`src/sv/tcpq_pkg.sv`:
```
// shared types and codes for the two-class priority queue
`default_nettype none

package tcpq_pkg;

  localparam int unsigned VALUE_W = 32;
  localparam int unsigned OP_W    = 2;
  localparam int unsigned STAT_W  = 2;
  localparam int unsigned COUNT_W = 5;

  // operation codes
  localparam logic [OP_W-1:0] OP_ENQ = 2'd0;
  localparam logic [OP_W-1:0] OP_DEQ = 2'd1;
  localparam logic [OP_W-1:0] OP_CLR = 2'd2;

  // status codes
  localparam logic [STAT_W-1:0] ST_OK    = 2'd0;
  localparam logic [STAT_W-1:0] ST_EMPTY = 2'd1;
  localparam logic [STAT_W-1:0] ST_FULL  = 2'd2;

  localparam logic signed [VALUE_W-1:0] THRESH_RESET = 32'sd60;

  // one queue slot as seen by its neighbors
  typedef struct packed {
    logic                      valid;
    logic                      high;
    logic signed [VALUE_W-1:0] value;
  } entry_t;

  // command broadcast to every cell
  typedef struct packed {
    logic                      enq;
    logic                      deq;
    logic                      clr;
    logic                      new_high;
    logic signed [VALUE_W-1:0] new_value;
  } ctrl_t;

endpackage

`default_nettype wire

```
`src/sv/tcpq_cell.sv`:
```
// one slot of the sorted queue chain
`default_nettype none

module tcpq_cell (
  input  wire logic            clk_i,
  input  wire logic            rst_ni,
  input  wire tcpq_pkg::ctrl_t  ctrl_i,
  input  wire tcpq_pkg::entry_t left_i,
  input  wire logic            left_stay_i,
  input  wire tcpq_pkg::entry_t right_i,
  output tcpq_pkg::entry_t     q_o,
  output logic                 stay_o
);
  import tcpq_pkg::*;

  logic                      valid_q, valid_d;
  logic                      high_q, high_d;
  logic signed [VALUE_W-1:0] value_q, value_d;

  // slot keeps its place on insert when it holds a value ahead of the new one
  assign stay_o = valid_q & (high_q | ~ctrl_i.new_high);

  // next slot contents
  always_comb begin
    valid_d = valid_q;
    high_d  = high_q;
    value_d = value_q;
    if (ctrl_i.clr) begin
      valid_d = 1'b0;
    end else if (ctrl_i.deq) begin
      valid_d = right_i.valid;
      high_d  = right_i.high;
      value_d = right_i.value;
    end else if (ctrl_i.enq && !stay_o) begin
      if (left_stay_i) begin
        valid_d = 1'b1;
        high_d  = ctrl_i.new_high;
        value_d = ctrl_i.new_value;
      end else begin
        valid_d = left_i.valid;
        high_d  = left_i.high;
        value_d = left_i.value;
      end
    end
  end

  // occupancy flag
  always_ff @(posedge clk_i or negedge rst_ni) begin
    if (!rst_ni) begin
      valid_q <= 1'b0;
    end else begin
      valid_q <= valid_d;
    end
  end

  // slot payload
  always_ff @(posedge clk_i) begin
    high_q  <= high_d;
    value_q <= value_d;
  end

  assign q_o.valid = valid_q;
  assign q_o.high  = high_q;
  assign q_o.value = value_q;

endmodule

`default_nettype wire

```
`src/sv/two_class_priority_queue.sv`:
```
// top level of the two-class strict-priority queue
// Usage: one beat on the input channel (operation_i, item_value_i) carries an
// enqueue, a dequeue or a clear; every input beat gives exactly one result beat
// (status_o, removed_value_o, entry_count_o, is_empty_o) on the output channel.
// Values at or above the threshold on the config channel join the high class,
// behind earlier high values and ahead of all low values; the rest join the tail.
// The queue is a row of CAPACITY cells, head in cell 0; on each operation every
// cell loads from itself, its left or its right neighbor, so one item is handled
// per cycle while the receiver takes results; each result beat appears in the
// cycle after its input beat is taken.
// The result sits in an output register; a new input beat is taken whenever that
// register is empty or is being read in the same cycle. When the receiver stalls,
// the result holds and in_ready_o drops until it is taken.
// Config writes are accepted every cycle and should come only while idle.
// Reset empties the queue, drops any pending result and sets the threshold to 60.
`default_nettype none

module two_class_priority_queue #(
  parameter int unsigned CAPACITY = 16
) (
  input  wire logic                                  clk_i,
  input  wire logic                                  rst_ni,
  input  wire logic                                  cfg_valid_i,
  output logic                                       cfg_ready_o,
  input  wire logic signed [tcpq_pkg::VALUE_W-1:0]   cfg_data_i,
  input  wire logic                                  in_valid_i,
  output logic                                       in_ready_o,
  input  wire logic        [tcpq_pkg::OP_W-1:0]      operation_i,
  input  wire logic signed [tcpq_pkg::VALUE_W-1:0]   item_value_i,
  output logic                                       out_valid_o,
  input  wire logic                                  out_ready_i,
  output logic             [tcpq_pkg::STAT_W-1:0]    status_o,
  output logic signed      [tcpq_pkg::VALUE_W-1:0]   removed_value_o,
  output logic             [tcpq_pkg::COUNT_W-1:0]   entry_count_o,
  output logic                                       is_empty_o
);
  import tcpq_pkg::*;

  localparam int unsigned CNT_W = $clog2(CAPACITY + 1);
  localparam logic [CNT_W-1:0] CAP_CNT = CNT_W'(CAPACITY);

  logic signed [VALUE_W-1:0] thresh_q;
  logic [CNT_W-1:0]          count_q, count_d;
  logic                      out_valid_q;
  logic [STAT_W-1:0]         status_q, status_d;
  logic signed [VALUE_W-1:0] removed_q, removed_d;
  logic [COUNT_W-1:0]        ecount_q;
  logic                      empty_q;
  logic                      accept;
  logic                      full, empty;
  logic [CNT_W+COUNT_W-1:0]  count_wide;
  ctrl_t                     ctrl;
  entry_t                    cell_q [CAPACITY];
  logic                      stay   [CAPACITY];

  assign cfg_ready_o = 1'b1;
  assign in_ready_o  = ~out_valid_q | out_ready_i;
  assign accept      = in_valid_i & in_ready_o;
  assign full        = (count_q == CAP_CNT);
  assign empty       = (count_q == '0);

  // threshold register
  always_ff @(posedge clk_i or negedge rst_ni) begin
    if (!rst_ni) begin
      thresh_q <= THRESH_RESET;
    end else if (cfg_valid_i) begin
      thresh_q <= cfg_data_i;
    end
  end

  // command to the cell row, status and count
  always_comb begin
    ctrl.enq       = 1'b0;
    ctrl.deq       = 1'b0;
    ctrl.clr       = 1'b0;
    ctrl.new_high  = (item_value_i >= thresh_q);
    ctrl.new_value = item_value_i;
    status_d       = ST_OK;
    removed_d      = '0;
    count_d        = count_q;
    if (accept) begin
      unique case (operation_i)
        OP_ENQ: begin
          if (full) begin
            status_d = ST_FULL;
          end else begin
            ctrl.enq = 1'b1;
            count_d  = count_q + 1'b1;
          end
        end
        OP_DEQ: begin
          if (empty) begin
            status_d = ST_EMPTY;
          end else begin
            ctrl.deq  = 1'b1;
            removed_d = cell_q[0].value;
            count_d   = count_q - 1'b1;
          end
        end
        OP_CLR: begin
          ctrl.clr = 1'b1;
          count_d  = '0;
        end
        default: begin
        end
      endcase
    end
  end

  // row of cells, head at cell 0
  for (genvar i = 0; i < CAPACITY; i++) begin : g_cell
    entry_t left, right;
    logic   left_stay;
    if (i == 0) begin : g_first
      assign left      = '0;
      assign left_stay = 1'b1;
    end else begin : g_mid
      assign left      = cell_q[i-1];
      assign left_stay = stay[i-1];
    end
    if (i == CAPACITY - 1) begin : g_last
      assign right = '0;
    end else begin : g_inner
      assign right = cell_q[i+1];
    end
    tcpq_cell u_cell (
      .clk_i       (clk_i),
      .rst_ni      (rst_ni),
      .ctrl_i      (ctrl),
      .left_i      (left),
      .left_stay_i (left_stay),
      .right_i     (right),
      .q_o         (cell_q[i]),
      .stay_o      (stay[i])
    );
  end

  // control state
  always_ff @(posedge clk_i or negedge rst_ni) begin
    if (!rst_ni) begin
      count_q     <= '0;
      out_valid_q <= 1'b0;
    end else begin
      count_q <= count_d;
      if (accept) begin
        out_valid_q <= 1'b1;
      end else if (out_ready_i) begin
        out_valid_q <= 1'b0;
      end
    end
  end

  // count reported in its low bits
  assign count_wide = {{COUNT_W{1'b0}}, count_d};

  // result register
  always_ff @(posedge clk_i) begin
    if (accept) begin
      status_q  <= status_d;
      removed_q <= removed_d;
      ecount_q  <= count_wide[COUNT_W-1:0];
      empty_q   <= (count_d == '0);
    end
  end

  assign out_valid_o     = out_valid_q;
  assign status_o        = status_q;
  assign removed_value_o = removed_q;
  assign entry_count_o   = ecount_q;
  assign is_empty_o      = empty_q;

endmodule

`default_nettype wire

```
`config.mk`:
```
export PLATFORM = sky130hd
export DESIGN_NAME = two_class_priority_queue
export DESIGN_NICKNAME = d
export VERILOG_FILES = /design/src/sv/tcpq_pkg.sv /design/src/sv/tcpq_cell.sv /design/src/sv/two_class_priority_queue.sv
export SDC_FILE = /design/constraint.sdc
export NUM_CORES = 1
export LEC_CHECK = 0
export ABC_AREA = 0
export BUFFER_PORTS_ARGS = -buffer_cell sky130_fd_sc_hd__buf_4
export CORE_ASPECT_RATIO = 0.6
export CORE_MARGIN = 2
export CORE_UTILIZATION = 62
export DETAILED_ROUTE_END_ITERATION = 12
export PLACE_DENSITY = 0.78
export SETUP_SLACK_MARGIN = 0.05
export SYNTH_ARGS = -nofsm -noshare
export SYNTH_HDL_FRONTEND = slang
export SYNTH_SLANG_ARGS = --single-unit
```
`constraint.sdc`:
```
create_clock -name clk_i -period 7.04 [get_ports clk_i]
set_input_delay 1.056 -clock clk_i [delete_from_list [all_inputs] [get_ports clk_i]]
set_output_delay 1.056 -clock clk_i [all_outputs]
set_load 0.05 [all_outputs]
```
==> results.md <==
| Metric | Reported | Unit |
|:---|:---|:---|
| Run status | finished clean | - |
| Cell occurring most often along the worst timing path | sky130_fd_sc_hd__buf_4 | - |
| Maximum achievable frequency | 205 | MHz |
| Tightest Hold Check Type | in -> async | - |
| Yosys synthesis warning count | 0 | - |
| CP Class | in -> reg | - |
| Post-synth top flop | sky130_fd_sc_hd__edfxtp_1 | - |
| RePlAce Congestion | 0.853 | - |
| Ordered list of cells on the worst path | buf_4, ha_1, nand4_1, nor4_1, a31oi_1, nor3_4, nor3_2, buf_4, o21a_1, o21ai_2, buf_4 | - |
| WL/cell | 20.4 | um |
| CP endpoint kind | flop | - |
| First-pass GRT wire length | 117 | mm |
| Final number of max-transition violations | 0 | - |
| Max rail drop VDD | 0.224 | mV |
| Synth area leader | sky130_fd_sc_hd__edfxtp_1 | - |
| Number of flops mapped to enable cells by yosys | 568 | - |
| Initial Util | 0.625 | - |
| Count of buffers added by post-CTS timing repair for setup | 0 | - |
| Root buffer cell | sky130_fd_sc_hd__clkbuf_16 | - |
| Worst skew pair latency | 610 | ps |
| Maximum capacitance violations | 0 | - |
| Share of final-layout standard cells stronger than drive strength 1 | 0.0977 | - |
| Shortest period the worst path allows | 4880 | ps |
| Number of iterations in the first detailed-routing pass | 5 | - |
| Net count of the mapped netlist | 2967 | - |
| Synthesis-stage register bit count | 622 | - |
| Power density relative to cell area | 345 | nW/um2 |
| Most frequent standard cell in the layout excluding fill and tap cells | sky130_fd_sc_hd__nand2_1 | - |
| Routed vias | 23.0k | - |
| Die area | 51400 | um2 |
| Number of I/O pins | 114 | - |
| Mean instance size in the synthesized netlist | 10.7 | um2 |
| Clock input transition at the sequential cells of the worst setup and hold paths | 60 | ps |
| Relative area change from synthesis to final layout | 8.76 | % |
| Row count | 63 | - |
| Setup total negative slack | 0 | ps |
| Total Routing Usage GR | 0.276 | - |
| Count of endpoints failing setup in the final report | 0 | - |
| First-iteration detailed-routing DRC count | 2441 | - |
| Yosys top cell area share | 0.556 | - |
| Slew at the pin closest to its max-slew limit | 1270 | ps |
| Ratio of final minimum period to clock period | 0.693 | - |
| Tightest hold margin | 503 | ps |
| Max-slew headroom | 0.152 | - |
| Share of flip-flops with an asynchronous set or reset after synthesis | 0.0868 | - |
| Placed wire-length estimate | 46.4 | mm |
| LEAKAGE | 11.4 | nW |
| Final routed DRC violation total | 0 | - |
| Antenna diode count | 0 | - |
| Crit path max fanout | 32 | - |
| Unrepaired setup endpoints after global routing | false | - |
| Leading cell types by total area after synthesis | sky130_fd_sc_hd__edfxtp_1, sky130_fd_sc_hd__o211ai_1, sky130_fd_sc_hd__nand2_1, sky130_fd_sc_hd__nand3_1, sky130_fd_sc_hd__dfrtp_1 | - |
| Die Width | 291 | um |
| Number of unique standard cell types used by synthesis | 66 | - |
| CTS buffer count | 56 | - |
| CTS tree | yes | - |
| Kind of start point of the critical path | input pin | - |
| Highest-count cells in the layout ignoring fill and taps | sky130_fd_sc_hd__nand2_1, sky130_fd_sc_hd__edfxtp_1, sky130_fd_sc_hd__nand3_1 | - |
| Via count of the first global-routing pass | 23.5k | - |
| Clock sink total | 622 | - |
| Number of nets with antenna violations after routing | 0 | - |
| Worst EP required | 7320 | ps |
| Buffer levels on the longest clock path | 3 | - |
| Count of final hold-check violations | 0 | - |
| Die H | 176 | um |
| # H-tree levels | 2 | - |
| Number of input and output port buffers inserted | 112 | - |
| Arrival time worst endpoint | 5170 | ps |
| Total routed wirelength | 71.1 | mm |
| Sequential fraction of the synthesis area | 0.600 | - |
| Post-synthesis instance total | 2862 | - |
| Crit-path slowest cell | sky130_fd_sc_hd__nor3_4 | - |
| Worst stage delay on the critical path | 820 | ps |
| Post-cts gate resize count | 0 | - |
| Largest net degree at the start of global routing | 240 | - |
| Per-cell via count in the routed design | 6.60 | - |
| Netlist area before placement | 30700 | um2 |
| Total number of nets in the final design | 2893 | - |
| Hold-fix buffers, CTS | 0 | - |
| Total core area | 49100 | um2 |
| Final Skew | 30.8 | ps |
| Grt total ovfl | 0 | - |
| Initial antenna violation count | 0 | - |
flip-flops by register name (all words and copies together) (netlist names):
register / cells
removed_value_o: 32
g_cell.u_cell.value_q: 512
count_q: 5
g_cell.u_cell.valid_q: 16
status_o: 2
out_valid_o: 1
g_cell.u_cell.high_q: 16
entry_count_o: 5
thresh_q: 32
is_empty_o: 1
logic make-up (layout without fill, tap and decap cells):
logic type	count (synthesis)	in the layout	share of synthesized area
other	1	1	0.000122
buffers and inverters	328	300	0.0476
multiplexers	33	33	0.0108
AO/OA/AOI/OAI	648	648	0.156
adder cells (fa/ha/maj)	34	34	0.0139
flip-flops	622	622	0.600
AND/OR/NAND/NOR	1196	1196	0.171
where the power goes:
| part | switching, mW | internal, mW |
|---|---|---|
| Sequential | 0.313 | 4.97 |
| Combinational | 1.97 | 1.06 |
| Clock | 1.40 | 1.79 |
| Total | 3.68 | 7.82 |
area by class of cell:
type | instances | area [um2]
clock buffers | 69 | 1480
clock inverters | 35 | 382
fillers | 3624 | 15700
inverters | 53 | 199
multi-input cells | 1912 | 11000
flip-flops and latches | 622 | 18400
well taps | 650 | 813
repair buffers | 143 | 1120
cells in the mapped netlist (all sizes together) (3+ instances only):
cell type    n
o21a        16
o41a        12
o21ai       76
and3         4
inv         53
and2        33
or3          3
o41ai       13
a21oi       20
nor3         4
o311ai      28
nand2b       5
nand3      451
buf        115
mux2i       32
a31oi        5
nand4        6
nor2        48
clkbuf     160
o211ai     448
dfrtp       50
edfxtp     568
nand2      631
nor2b        3
a21boi       3
dfstp        4
ha          34
nor4         4
layer usage:
metal | global-route usage | wire length, um
met2 | 0.455 | 34300
met3 | 0.0437 | 4500
met1 | 0.382 | 30600
met4 | 0.0838 | 1750
met5 | 0 | 0
critical path, delay by kind of cell:
| kind | cells | cell delay [ps] |
|---|---|---|
| buf+inv | 3 | 830 |
| fa+ha+maj | 1 | 310 |
| simple gates | 4 | 1720 |
| compound gates | 3 | 1200 |
worst paths after layout:
| kind | slack, ps | cells past startpoint | endpoint | startpoint |
|---|---|---|---|---|
| min reg2reg | 510 | 2 | thresh_q[5]$_DFFE_PN1P_ | thresh_q[5]$_DFFE_PN1P_ |
| max reg2reg | 2330 | 11 | g_cell[9].u_cell.value_q[26]$_DFFE_PP_ | thresh_q[27]$_DFFE_PN0P_ |
| min | 500 | 1 | thresh_q[27]$_DFFE_PN0P_ | rst_ni |
| max | 2160 | 11 | g_cell[9].u_cell.value_q[26]$_DFFE_PP_ | item_value_i[27] |
| min in group clk_i | 510 | 2 | thresh_q[5]$_DFFE_PN1P_ | thresh_q[5]$_DFFE_PN1P_ |
| max in group asynchronous | 5950 | 1 | g_cell[5].u_cell.valid_q$_DFFE_PN0P_ | rst_ni |
stage by stage:
stage | utilization | instance area, um2 | total power, mW | instances | setup WS (ps)
2_1_floorplan | - | 30700 | 7.70 | 2862 | 948
3_3_place_gp | 0.642 | 31500 | 8.18 | 3379 | 1790
3_5_place_dp | 0.642 | 31500 | 8.35 | 3380 | 1670
4_1_cts | 0.680 | 33400 | 11.5 | 3484 | 2260
5_1_grt | 0.680 | 33400 | 12.1 | 3484 | 1960
6_report | 0.680 | 33400 | 11.5 | 3484 | 2160
Note: power is estimated with default switching activity, not from simulation.
